`config.mk`:
```
export PLATFORM = sky130hd
export DESIGN_NAME = frc_ctrl
export DESIGN_NICKNAME = d
export VERILOG_FILES = /design/src/sv/frc_pkg.sv /design/src/sv/frc_ctrl.sv
export SDC_FILE = /design/constraint.sdc
export NUM_CORES = 1
export LEC_CHECK = 0
export ABC_CLOCK_PERIOD_IN_PS = 1850
export BUFFER_PORTS_ARGS = -buffer_cell sky130_fd_sc_hd__buf_4
export CAP_MARGIN = 25
export CORE_MARGIN = 2
export CORE_UTILIZATION = 25
export CTS_CLUSTER_SIZE = 28
export DETAILED_ROUTE_END_ITERATION = 7
export PLACE_DENSITY = 0.53
export SLEW_MARGIN = 20
export SYNTH_ARGS = -nofsm -noshare
export SYNTH_HDL_FRONTEND = slang
export SYNTH_SLANG_ARGS = --single-unit
```
`constraint.sdc`:
```
create_clock -name i_clk -period 1.85 [get_ports i_clk]
set_clock_uncertainty 0.2 [all_clocks]
set_input_delay 0.2775 -clock i_clk [delete_from_list [all_inputs] [get_ports i_clk]]
set_output_delay 0.2775 -clock i_clk [all_outputs]
set_load 0.05 [all_outputs]
```
`src/sv/frc_pkg.sv`:
```
// frc_pkg: shared constants, codes and controller/datapath interface types
// for the frustum cull classifier; depends on nothing
package frc_pkg;

    localparam int PLANE_COUNT = 6;
    localparam int PLANE_IW    = (PLANE_COUNT > 1) ? $clog2(PLANE_COUNT) : 1;
    localparam int AXIS_COUNT  = 3;
    localparam int COMP_W      = 32;
    localparam int PROD_W      = 64;
    localparam int WIDE_W      = 68;

    typedef enum logic [2:0] {
        FN_LOAD_PLANE = 3'd0,
        FN_POINT      = 3'd1,
        FN_SPHERE     = 3'd2,
        FN_LOAD_AXIS  = 3'd3,
        FN_BOX        = 3'd4
    } t_func;

    typedef enum logic [1:0] {
        POS_FRONT    = 2'd0,
        POS_BACK     = 2'd1,
        POS_ONPLANE  = 2'd2,
        POS_SPANNING = 2'd3
    } t_pos;

    typedef enum logic [2:0] {
        K_POINT,
        K_SPHERE,
        K_AXIS,
        K_CENTER,
        K_AXLOAD
    } t_kind;

    typedef enum logic [1:0] {
        S_IDLE,
        S_ISSUE,
        S_WAIT
    } t_state;

    typedef struct packed {
        logic                capture;
        logic                issue;
        logic                flush;
        t_kind               kind;
        logic [PLANE_IW-1:0] plane;
        logic [1:0]          axis;
        logic                last;
    } t_cmd;

    typedef struct packed {
        logic done;
        logic empty;
        t_pos position;
    } t_status;

    typedef struct packed {
        logic       valid;
        t_kind      kind;
        logic [1:0] axis;
        logic       last;
    } t_tag;

endpackage

```
`src/sv/frc_ctrl.sv`:
```
// frc_ctrl: job sequencer, issues one dot product per cycle to the datapath
// depends on frc_pkg
module frc_ctrl
    import frc_pkg::*;
(
    input  logic    i_clk,
    input  logic    i_rst_n,
    input  logic    i_start,
    input  logic [2:0] i_func,
    input  logic [2:0] i_slot,
    input  t_status i_status,
    output t_cmd    o_cmd,
    output logic    o_busy,
    output logic    o_done,
    output logic [1:0] o_position
);

    localparam logic [PLANE_IW-1:0] LAST_PLANE = PLANE_IW'(PLANE_COUNT - 1);

    t_state              r_state, n_state;
    t_kind               r_mode, n_mode;
    logic [PLANE_IW-1:0] r_plane, n_plane;
    logic [1:0]          r_axis, n_axis;
    logic                r_done;
    t_pos                r_position;
    logic                accept;
    logic                job_go;
    logic                last_issue;
    t_kind               start_mode;

    assign o_busy     = (r_state != S_IDLE);
    assign accept     = i_start && !o_busy;
    assign o_done     = r_done;
    assign o_position = r_position;

    // decode of the accepted word
    always_comb begin
        job_go     = 1'b0;
        start_mode = K_POINT;
        unique case (t_func'(i_func))
            FN_POINT: begin
                job_go = 1'b1;
            end
            FN_SPHERE: begin
                job_go     = 1'b1;
                start_mode = K_SPHERE;
            end
            FN_BOX: begin
                job_go     = 1'b1;
                start_mode = K_AXIS;
            end
            FN_LOAD_AXIS: begin
                job_go     = (i_slot < 3'(AXIS_COUNT));
                start_mode = K_AXLOAD;
            end
            default: begin
                job_go = 1'b0;
            end
        endcase
    end

    assign last_issue = (r_mode == K_AXLOAD) ||
                        ((r_plane == LAST_PLANE) && ((r_mode != K_AXIS) || (r_axis == 2'd3)));

    // next state
    always_comb begin
        n_state = r_state;
        unique case (r_state)
            S_IDLE: begin
                if (accept && job_go) n_state = S_ISSUE;
            end
            S_ISSUE: begin
                if (i_status.done) n_state = S_IDLE;
                else if (last_issue) n_state = S_WAIT;
            end
            S_WAIT: begin
                if (i_status.done || i_status.empty) n_state = S_IDLE;
            end
            default: n_state = S_IDLE;
        endcase
    end

    // commands and counters
    always_comb begin
        o_cmd         = '0;
        o_cmd.kind    = K_POINT;
        n_mode        = r_mode;
        n_plane       = r_plane;
        n_axis        = r_axis;
        o_cmd.capture = accept;
        unique case (r_state)
            S_IDLE: begin
                if (accept) begin
                    n_mode  = start_mode;
                    n_plane = '0;
                    n_axis  = (start_mode == K_AXLOAD) ? i_slot[1:0] : 2'd0;
                end
            end
            S_ISSUE: begin
                o_cmd.flush = i_status.done;
                if (!i_status.done) begin
                    o_cmd.issue = 1'b1;
                    o_cmd.plane = r_plane;
                    o_cmd.axis  = r_axis;
                    o_cmd.last  = (r_plane == LAST_PLANE);
                    if (r_mode == K_AXIS) begin
                        o_cmd.kind = (r_axis == 2'd3) ? K_CENTER : K_AXIS;
                        if (r_axis == 2'd3) begin
                            n_axis  = 2'd0;
                            n_plane = r_plane + 1'b1;
                        end else begin
                            n_axis = r_axis + 2'd1;
                        end
                    end else begin
                        o_cmd.kind = r_mode;
                        n_plane    = r_plane + 1'b1;
                    end
                end
            end
            S_WAIT: begin
                o_cmd.flush = i_status.done;
            end
            default: ;
        endcase
    end

    always_ff @(posedge i_clk) begin
        if (!i_rst_n) begin
            r_state <= S_IDLE;
            r_done  <= 1'b0;
        end else begin
            r_state <= n_state;
            r_done  <= i_status.done && (r_state != S_IDLE);
        end
        r_mode     <= n_mode;
        r_plane    <= n_plane;
        r_axis     <= n_axis;
        r_position <= i_status.position;
    end

endmodule

```
==> flow_metrics.tcl, run 1 <==
set metrics [dict create \
    run_status "finished with violations" \
    violations "setup timing" \
    drc 0 \
    detailedPlace.worstSlack_ns -0.0853 \
    relSlewSlack_pct 76.7 \
    max_cap_viol_count 0 \
    post_synth_num_cell_types 25 \
    synth-edff-count 8 \
    holdCritPathClass "in -> reg" \
    placement.io_buffers 28 \
    setup.worst_path.class "reg -> reg" \
    crit_path_max_incr_delay_ns 0.53 \
    floorplan.rows 20 \
    first_global_vias 643 \
    tightest_slew_ns 0.345 \
    synth.cell_area_um2 774 \
    detailroute.via_count 698 \
    post-route-worst-setup-slack_ns -0.106 \
    area_delta_synth_final_pct 62.8 \
    wire_length_of_the_first_global_routing_pass_mm 2.69 \
    synth_top_family_by_area "simple AND/OR/NAND/NOR gates" \
    worst_setup_path_start_kind "flop" \
    path_cells "ha_2 -> or4b_4 -> a311oi_2 -> a211oi_2 -> mux2i_1" \
    fraction_of_the_mapped_netlist_area_in_adder_cells_pct 11.3 \
    seq_area_frac_synth_pct 43.9 \
    place.gp.congestion 0.726 \
    synth-simple-area-share_pct 26.3 \
    synthDominantAreaCellType "edfxtp_1" \
    totalNegativeSetupSlack_ns -0.235 \
    report.power.total_mw 1.36 \
    clk_transition_reported_paths_ns 0.08 \
    synth_compound_gate_area_share_pct 9.37 \
    grt-ovfl-total 0 \
    static-leakage-power_nw 0.539 \
    ys_dominant_reg_cell "edfxtp_1" \
    filler_cell_count 319 \
    detail_route.vias_per_cell 4.56 \
    die_width_um 59.7 \
    clk-insertion-delay-late_ns 0.27 \
    maximum_fanout_along_the_worst_path 2 \
    antenna_found_initial 0 \
    core_region_area_mm2 0.00300 \
    critPathArrivalTime_ns 1.91 \
    die_height_um 59.7 \
    antenna_cells 0 \
    rsz0062_at_grt "yes" \
    synth.area.mux_share_pct 2.58 \
    yosys-top-cells-area "edfxtp_1 31%, dfxtp_1 13%, ha_1 11%" \
    final_hold_vios 0 \
    cts_tree "done" \
    ctsRootBufferMaster "clkbuf_4" \
    dieArea_mm2 0.00356 \
    share_of_the_synthesized_area_in_the_top_cell_type_pct 31.0 \
    yosys.area_share.xor_xnor_pct 1.13 \
    grt_start_max_net_pins 11 \
    drt_first_pass_iters 4 \
    post_synth.cell_area_avg_um2 9.56 \
    finalWorstPathRequiredPeriod_ns 1.96 \
    boundary_pins 29 \
    route.final.wire_length_mm 1.79 \
    yosys_warnings 0 \
    final_nets 141 \
    tritoncts_buffers 3 \
    floorplan.initialDensity_pct 25.8 \
    route.antenna.remaining_nets 0 \
    final_layout_size_suffix_gt1_share_pct 50.0 \
    cts-root-to-sink-buffers 2 \
    synthCells 81 \
    timing.critical_path.max_delay_family "simple AND/OR/NAND/NOR gates" \
    drt_iter0_markers 9 \
    clkSinkCount 13 \
    critical-path-slowest-cell "or4b_4" \
    synth_fp_nets 101 \
    globalRouteTotalUtil_pct 10.2 \
    wire_per_inst_um 11.7 \
    vdd_drop_max_v 0.000430 \
    final_slew_violations 0 \
    dp_hpwl_mm 1.40 \
    p_per_area_mw_per_mm2 1080 \
    critical_path_rt_ns 1.80 \
    h-tree-depth 1 \
    finalSetupViolations 5 \
    ffs_latches_synth 13 \
    ys_async_sr_fraction_pct 0 \
    critical_path.endpoint_type "flop" \
    final_min_period_over_clock_period_pct 106 \
    timing.critical_path.buf_inv 0 \
    max_freq_mhz 511 \
]
==> through the flow <==
| stage | hold slack [ns] | instances | cell area, µm² | utilization (%) |
|---|---|---|---|---|
| after floorplan | 0.105 | 81 | 796 | - |
| after global placement | 0.183 | 144 | 1070 | 35.5 |
| after detailed placement | 0.183 | 144 | 1070 | 35.5 |
| after CTS | 0.0781 | 151 | 1140 | 38.1 |
| after global routing | 0.0891 | 153 | 1260 | 42.0 |
| final | 0.0833 | 153 | 1260 | 42.0 |
==> worst reg2reg max path, cell delays in order (launching register included) <==
cell	delay, ns
edfxtp_1	0.42
ha_2	0.21
or4b_4	0.54
a311oi_2	0.25
a211oi_2	0.08
mux2i_1	0.14
==> kinds of logic after synthesis <==
kind of cell,count (synthesis)
DFF,13
buffers and inverters,9
xor gates and xnor gates,1
AOI/OAI and AO/OA,12
muxes,2
and+or+nand+nor,37
adders and majority gates,7
==> synth_stat cells (2+ instances only) <==
cell      number
buf_4          2
ha_1           7
nand2b_1       3
o21ai_0        5
dfxtp_1        5
and3_1         2
inv_1          6
a21oi_1        3
nor3b_1        3
mux2i_1        2
nor2_1         6
nand2_1        9
and2_1         8
nor2b_1        2
edfxtp_1       8
==> worst paths after layout <==
check	startpoint	to	slack, ns	depth (start not counted)
setup / recovery	r_axis[1]$_DFFE_PP_	r_state[1]$_SDFFE_PN0P_	-0.11	5
setup reg to reg	r_axis[1]$_DFFE_PP_	r_state[1]$_SDFFE_PN0P_	-0.11	5
hold reg to reg	r_state[0]$_SDFFE_PN0P_	r_state[0]$_SDFFE_PN0P_	0.29	2
hold / removal	i_status[3]	o_done$_SDFF_PN0_	0.08	2
==> sequential cells by signal, summed over array words and instances (netlist names) <==
register	flops
r_plane	3
r_axis	2
o_position	2
r_mode	3
r_state	2
o_done	1
==> report_power, final <==
| group | switching (mW) | internal, mW | leakage [nW] |
|---|---|---|---|
| sequential | 0.0662 | 0.408 | 0.123 |
| combinational | 0.415 | 0.301 | 0.401 |
| clock | 0.0897 | 0.0835 | 0.0150 |
| total | 0.571 | 0.793 | 0.539 |
==> per-layer routing <==
metal	wire length, µm	vias up	GRT usage [%]	part of all wire, %
li1	-	354	-	-
met4	0	0	3.81	0
met3	88	0	1.95	4.9
met5	0	-	0	0
met1	812	319	13.4	45
met2	883	25	16.6	49
==> layout make-up <==
type / instances / area, µm² / share of cell area, %
repair buffers: 38 / 335 / 26.6
multi-input cells: 59 / 484 / 38.4
clock buffers: 4 / 26.3 / 2.08
flip-flops and latches: 13 / 343 / 27.2
well taps: 33 / 41.3 / 3.27
inverters: 6 / 31.3 / 2.48
==> placed cells by master (no fill, tap or decap), types with 2 or more instances in the layout <==
master,n
nor3b_1,3
clkbuf_4,3
nand2_1,9
buf_4,26
inv_4,2
edfxtp_1,8
nor2_1,3
nand2b_1,2
mux2i_1,2
and3_1,2
buf_8,2
dfxtp_1,3
dlygate4sd3_1,2
ha_4,2
nor2_4,2
buf_6,8
nor2b_1,2
and2_1,7
ha_1,3
a21oi_1,2
inv_1,2
o21ai_0,5
dfxtp_2,2
ha_2,2
==> what timing repair did <==
item,CTS,global route
gates resized for setup,9,25
buffers inserted,1,2
hold buffers,2,0
setup endpoints to repair,16,17
gates cloned,0,0
endpoints found under the hold margin,2,0
pin swaps,1,0
Power figures use the tool's default switching activity.
==> inputs of run 2 (changes only) <==
--- a/config.mk
+++ b/config.mk
@@ -5,14 +5,14 @@
 export SDC_FILE = /design/constraint.sdc
 export NUM_CORES = 1
 export LEC_CHECK = 0
-export ABC_CLOCK_PERIOD_IN_PS = 1850
+export ABC_CLOCK_PERIOD_IN_PS = 2400
 export BUFFER_PORTS_ARGS = -buffer_cell sky130_fd_sc_hd__buf_4
 export CAP_MARGIN = 25
 export CORE_MARGIN = 2
 export CORE_UTILIZATION = 25
 export CTS_CLUSTER_SIZE = 28
 export DETAILED_ROUTE_END_ITERATION = 7
-export PLACE_DENSITY = 0.53
+export PLACE_DENSITY = 0.51
 export SLEW_MARGIN = 20
 export SYNTH_ARGS = -nofsm -noshare
 export SYNTH_HDL_FRONTEND = slang
==> constraint.sdc (replaced) <==
create_clock -name i_clk -period 2.4 [get_ports i_clk]
set_clock_uncertainty 0.2 [all_clocks]
set_input_delay 0.36 -clock i_clk [delete_from_list [all_inputs] [get_ports i_clk]]
set_output_delay 0.36 -clock i_clk [all_outputs]
set_load 0.05 [all_outputs]
==> run 2 against run 1 <==
  * The flow now finishes without violations
  * Total power down 34%
  * Sequential share of layout area up 4.9 points
  * Register-to-register slack better by 0.41 ns
  * Setup slack better by 0.30 ns
  * Combinational power down 42%
  * Non-clock buffer count down 7
  * Flip-flop and latch count unchanged
  * Critical endpoint is now o_cmd[0]
  * Highest routed layer is now met4
  * Clock power down 26%
==> flow_metrics.tcl, run 2 (synthesis results as in run 1) <==
set metrics [dict create \
    final_nets 134 \
    path_cells "inv_1 -> ha_1 -> nand2b_1 -> inv_1 -> and3_1 -> buf_4" \
    max_freq_mhz 454 \
    maximum_fanout_along_the_worst_path 8 \
    boundary_pins 29 \
    h-tree-depth 1 \
    tritoncts_buffers 3 \
    finalWorstPathRequiredPeriod_ns 2.20 \
    post-route-worst-setup-slack_ns 0.197 \
    final_layout_size_suffix_gt1_share_pct 29.2 \
    final_slew_violations 0 \
    report.power.total_uw 894 \
    grt_start_max_net_pins 11 \
    worst_path_most_repeated_cell "inv_1" \
    timing.critical_path.max_delay_family "buffers and inverters" \
    grt-ovfl-total 0 \
    relSlewSlack_pct 72.7 \
    place.detailed.instances 140 \
    met1_usage_pct 11.8 \
    critical_path_rt_ns 1.84 \
    vdd_drop_max_v 0.000217 \
    drt_iter0_markers 22 \
    layout_commonest_cell "buf_4" \
    final_hold_vios 0 \
    timing.critical_path.buf_inv 3 \
    place.gp.congestion 0.735 \
    critical_path.endpoint_type "output pin" \
    cts_tree "done" \
    crit_path_max_incr_delay_ns 0.37 \
    holdCritPathClass "in -> reg" \
    finalNonFillerCells 146 \
    final_min_period_over_clock_period_pct 91.8 \
    post_cts_repair_timing_setup_buffer_count 0 \
    worst_setup_path_start_kind "flop" \
    floorplan.initialDensity_pct 25.8 \
    drt_first_pass_iters 4 \
    cts-root-to-sink-buffers 2 \
    filler_cell_count 327 \
    drc 0 \
    setup.worst_path.class "reg -> out" \
    die_height_um 59.7 \
    detailroute.via_count 632 \
    most-common-layout-cells "29 x buf_4, 9 x nand2_1, 8 x and2_1, 8 x edfxtp_1, 7 x ha_1" \
    detailedPlace.worstSlack_ns 0.289 \
    static-leakage-power_nw 0.493 \
    dp_hpwl_mm 1.35 \
    rr_worst_depth 5 \
    antenna_found_initial 0 \
    ctsRootBufferMaster "clkbuf_4" \
    tightest_slew_ns 0.407 \
    postPlaceCellArea_mm2 0.00101 \
    clk-insertion-delay-late_ns 0.26 \
    max_cap_viol_count 0 \
    core_region_area_mm2 0.00300 \
    route.final.wire_length_mm 1.57 \
    wire_per_inst_um 10.7 \
    run_status "finished, final reports clean" \
    totalNegativeSetupSlack_ns 0 \
    route.antenna.remaining_nets 0 \
    critPathArrivalTime_ns 1.64 \
    gr-usage-met3_pct 1.30 \
    dieArea_mm2 0.00356 \
    worstHoldPathCells 2 \
    rsz0062_at_grt "no" \
    final_core_util_pct 35.3 \
    wire_length_of_the_first_global_routing_pass_mm 2.58 \
    clk_transition_reported_paths_ns 0.08 \
    global_route.peak_usage_layer "met2" \
    critical-path-slowest-cell "dfxtp_1" \
    antenna_cells 0 \
    p_per_area_mw_per_mm2 843 \
    first_global_vias 599 \
    worstSetupPathDepth 6 \
    finalSetupViolations 0 \
    floorplan.rows 20 \
    detail_route.vias_per_cell 4.33 \
    globalRouteTotalUtil_pct 9.55 \
    holdWs_ns 0.166 \
    die_width_um 59.7 \
    final_cell_area_mm2 0.00106 \
    placement.io_buffers 28 \
    area_delta_synth_final_pct 37.0 \
    largest_registers "r_mode x3, r_plane x3" \
    clkSinkCount 13 \
    globalRouteMet2Util_pct 16.1 \
]
-- run 2: cell count changes in the layout (fill, tap and decap cells not counted), moves of 3 or more --
cell,change
buf_4,+3
buf_6,-8
nor2_1,+3
inv_1,+4
ha_1,+4
-- run 2: timing repair --
action	in CTS	in global routing
hold endpoints to repair	2	0
setup endpoints to repair	0	0
resized for setup	0	0
hold buffers	2	0
-- run 2: cell type report --
class | instances | area [µm²] | share of cell area (%)
multi-input combinational | 59 | 393 | 37.0
sequential | 13 | 340 | 32.1
timing repair buffer | 31 | 238 | 22.4
tap | 33 | 41.3 | 3.89
clock buffer | 4 | 26.3 | 2.48
inverter | 6 | 22.5 | 2.12
-- run 2: power breakdown --
group          leakage [nW]  total, mW  switching, mW  internal [mW]
Combinational         0.356      0.413          0.263          0.150
Sequential            0.122      0.353         0.0409          0.313
Clock                0.0150      0.128         0.0638         0.0641
Total                 0.493      0.894          0.368          0.526
-- run 2: path summary, 6_finish.rpt --
check	start	to	slack [ns]
setup / recovery	r_state[1]$_SDFFE_PN0P_	o_cmd[0]	0.20
hold / removal	i_status[3]	o_done$_SDFF_PN0_	0.17
setup reg to reg	r_axis[0]$_DFFE_PP_	r_state[1]$_SDFFE_PN0P_	0.30
hold reg to reg	r_state[0]$_SDFFE_PN0P_	r_state[0]$_SDFFE_PN0P_	0.29
-- run 2: worst register-to-register path, stage by stage (launching register included) --
cell      delay, ns
edfxtp_1       0.41
ha_1           0.25
or4b_1         0.55
a311oi_1       0.31
a211oi_1       0.13
mux2i_1        0.14
-- run 2: layer usage --
layer / up-vias / routed length [µm]
li1: 336 / -
met1: 278 / 720
met2: 16 / 761
met3: 2 / 61
met4: 0 / 27
met5: - / 0
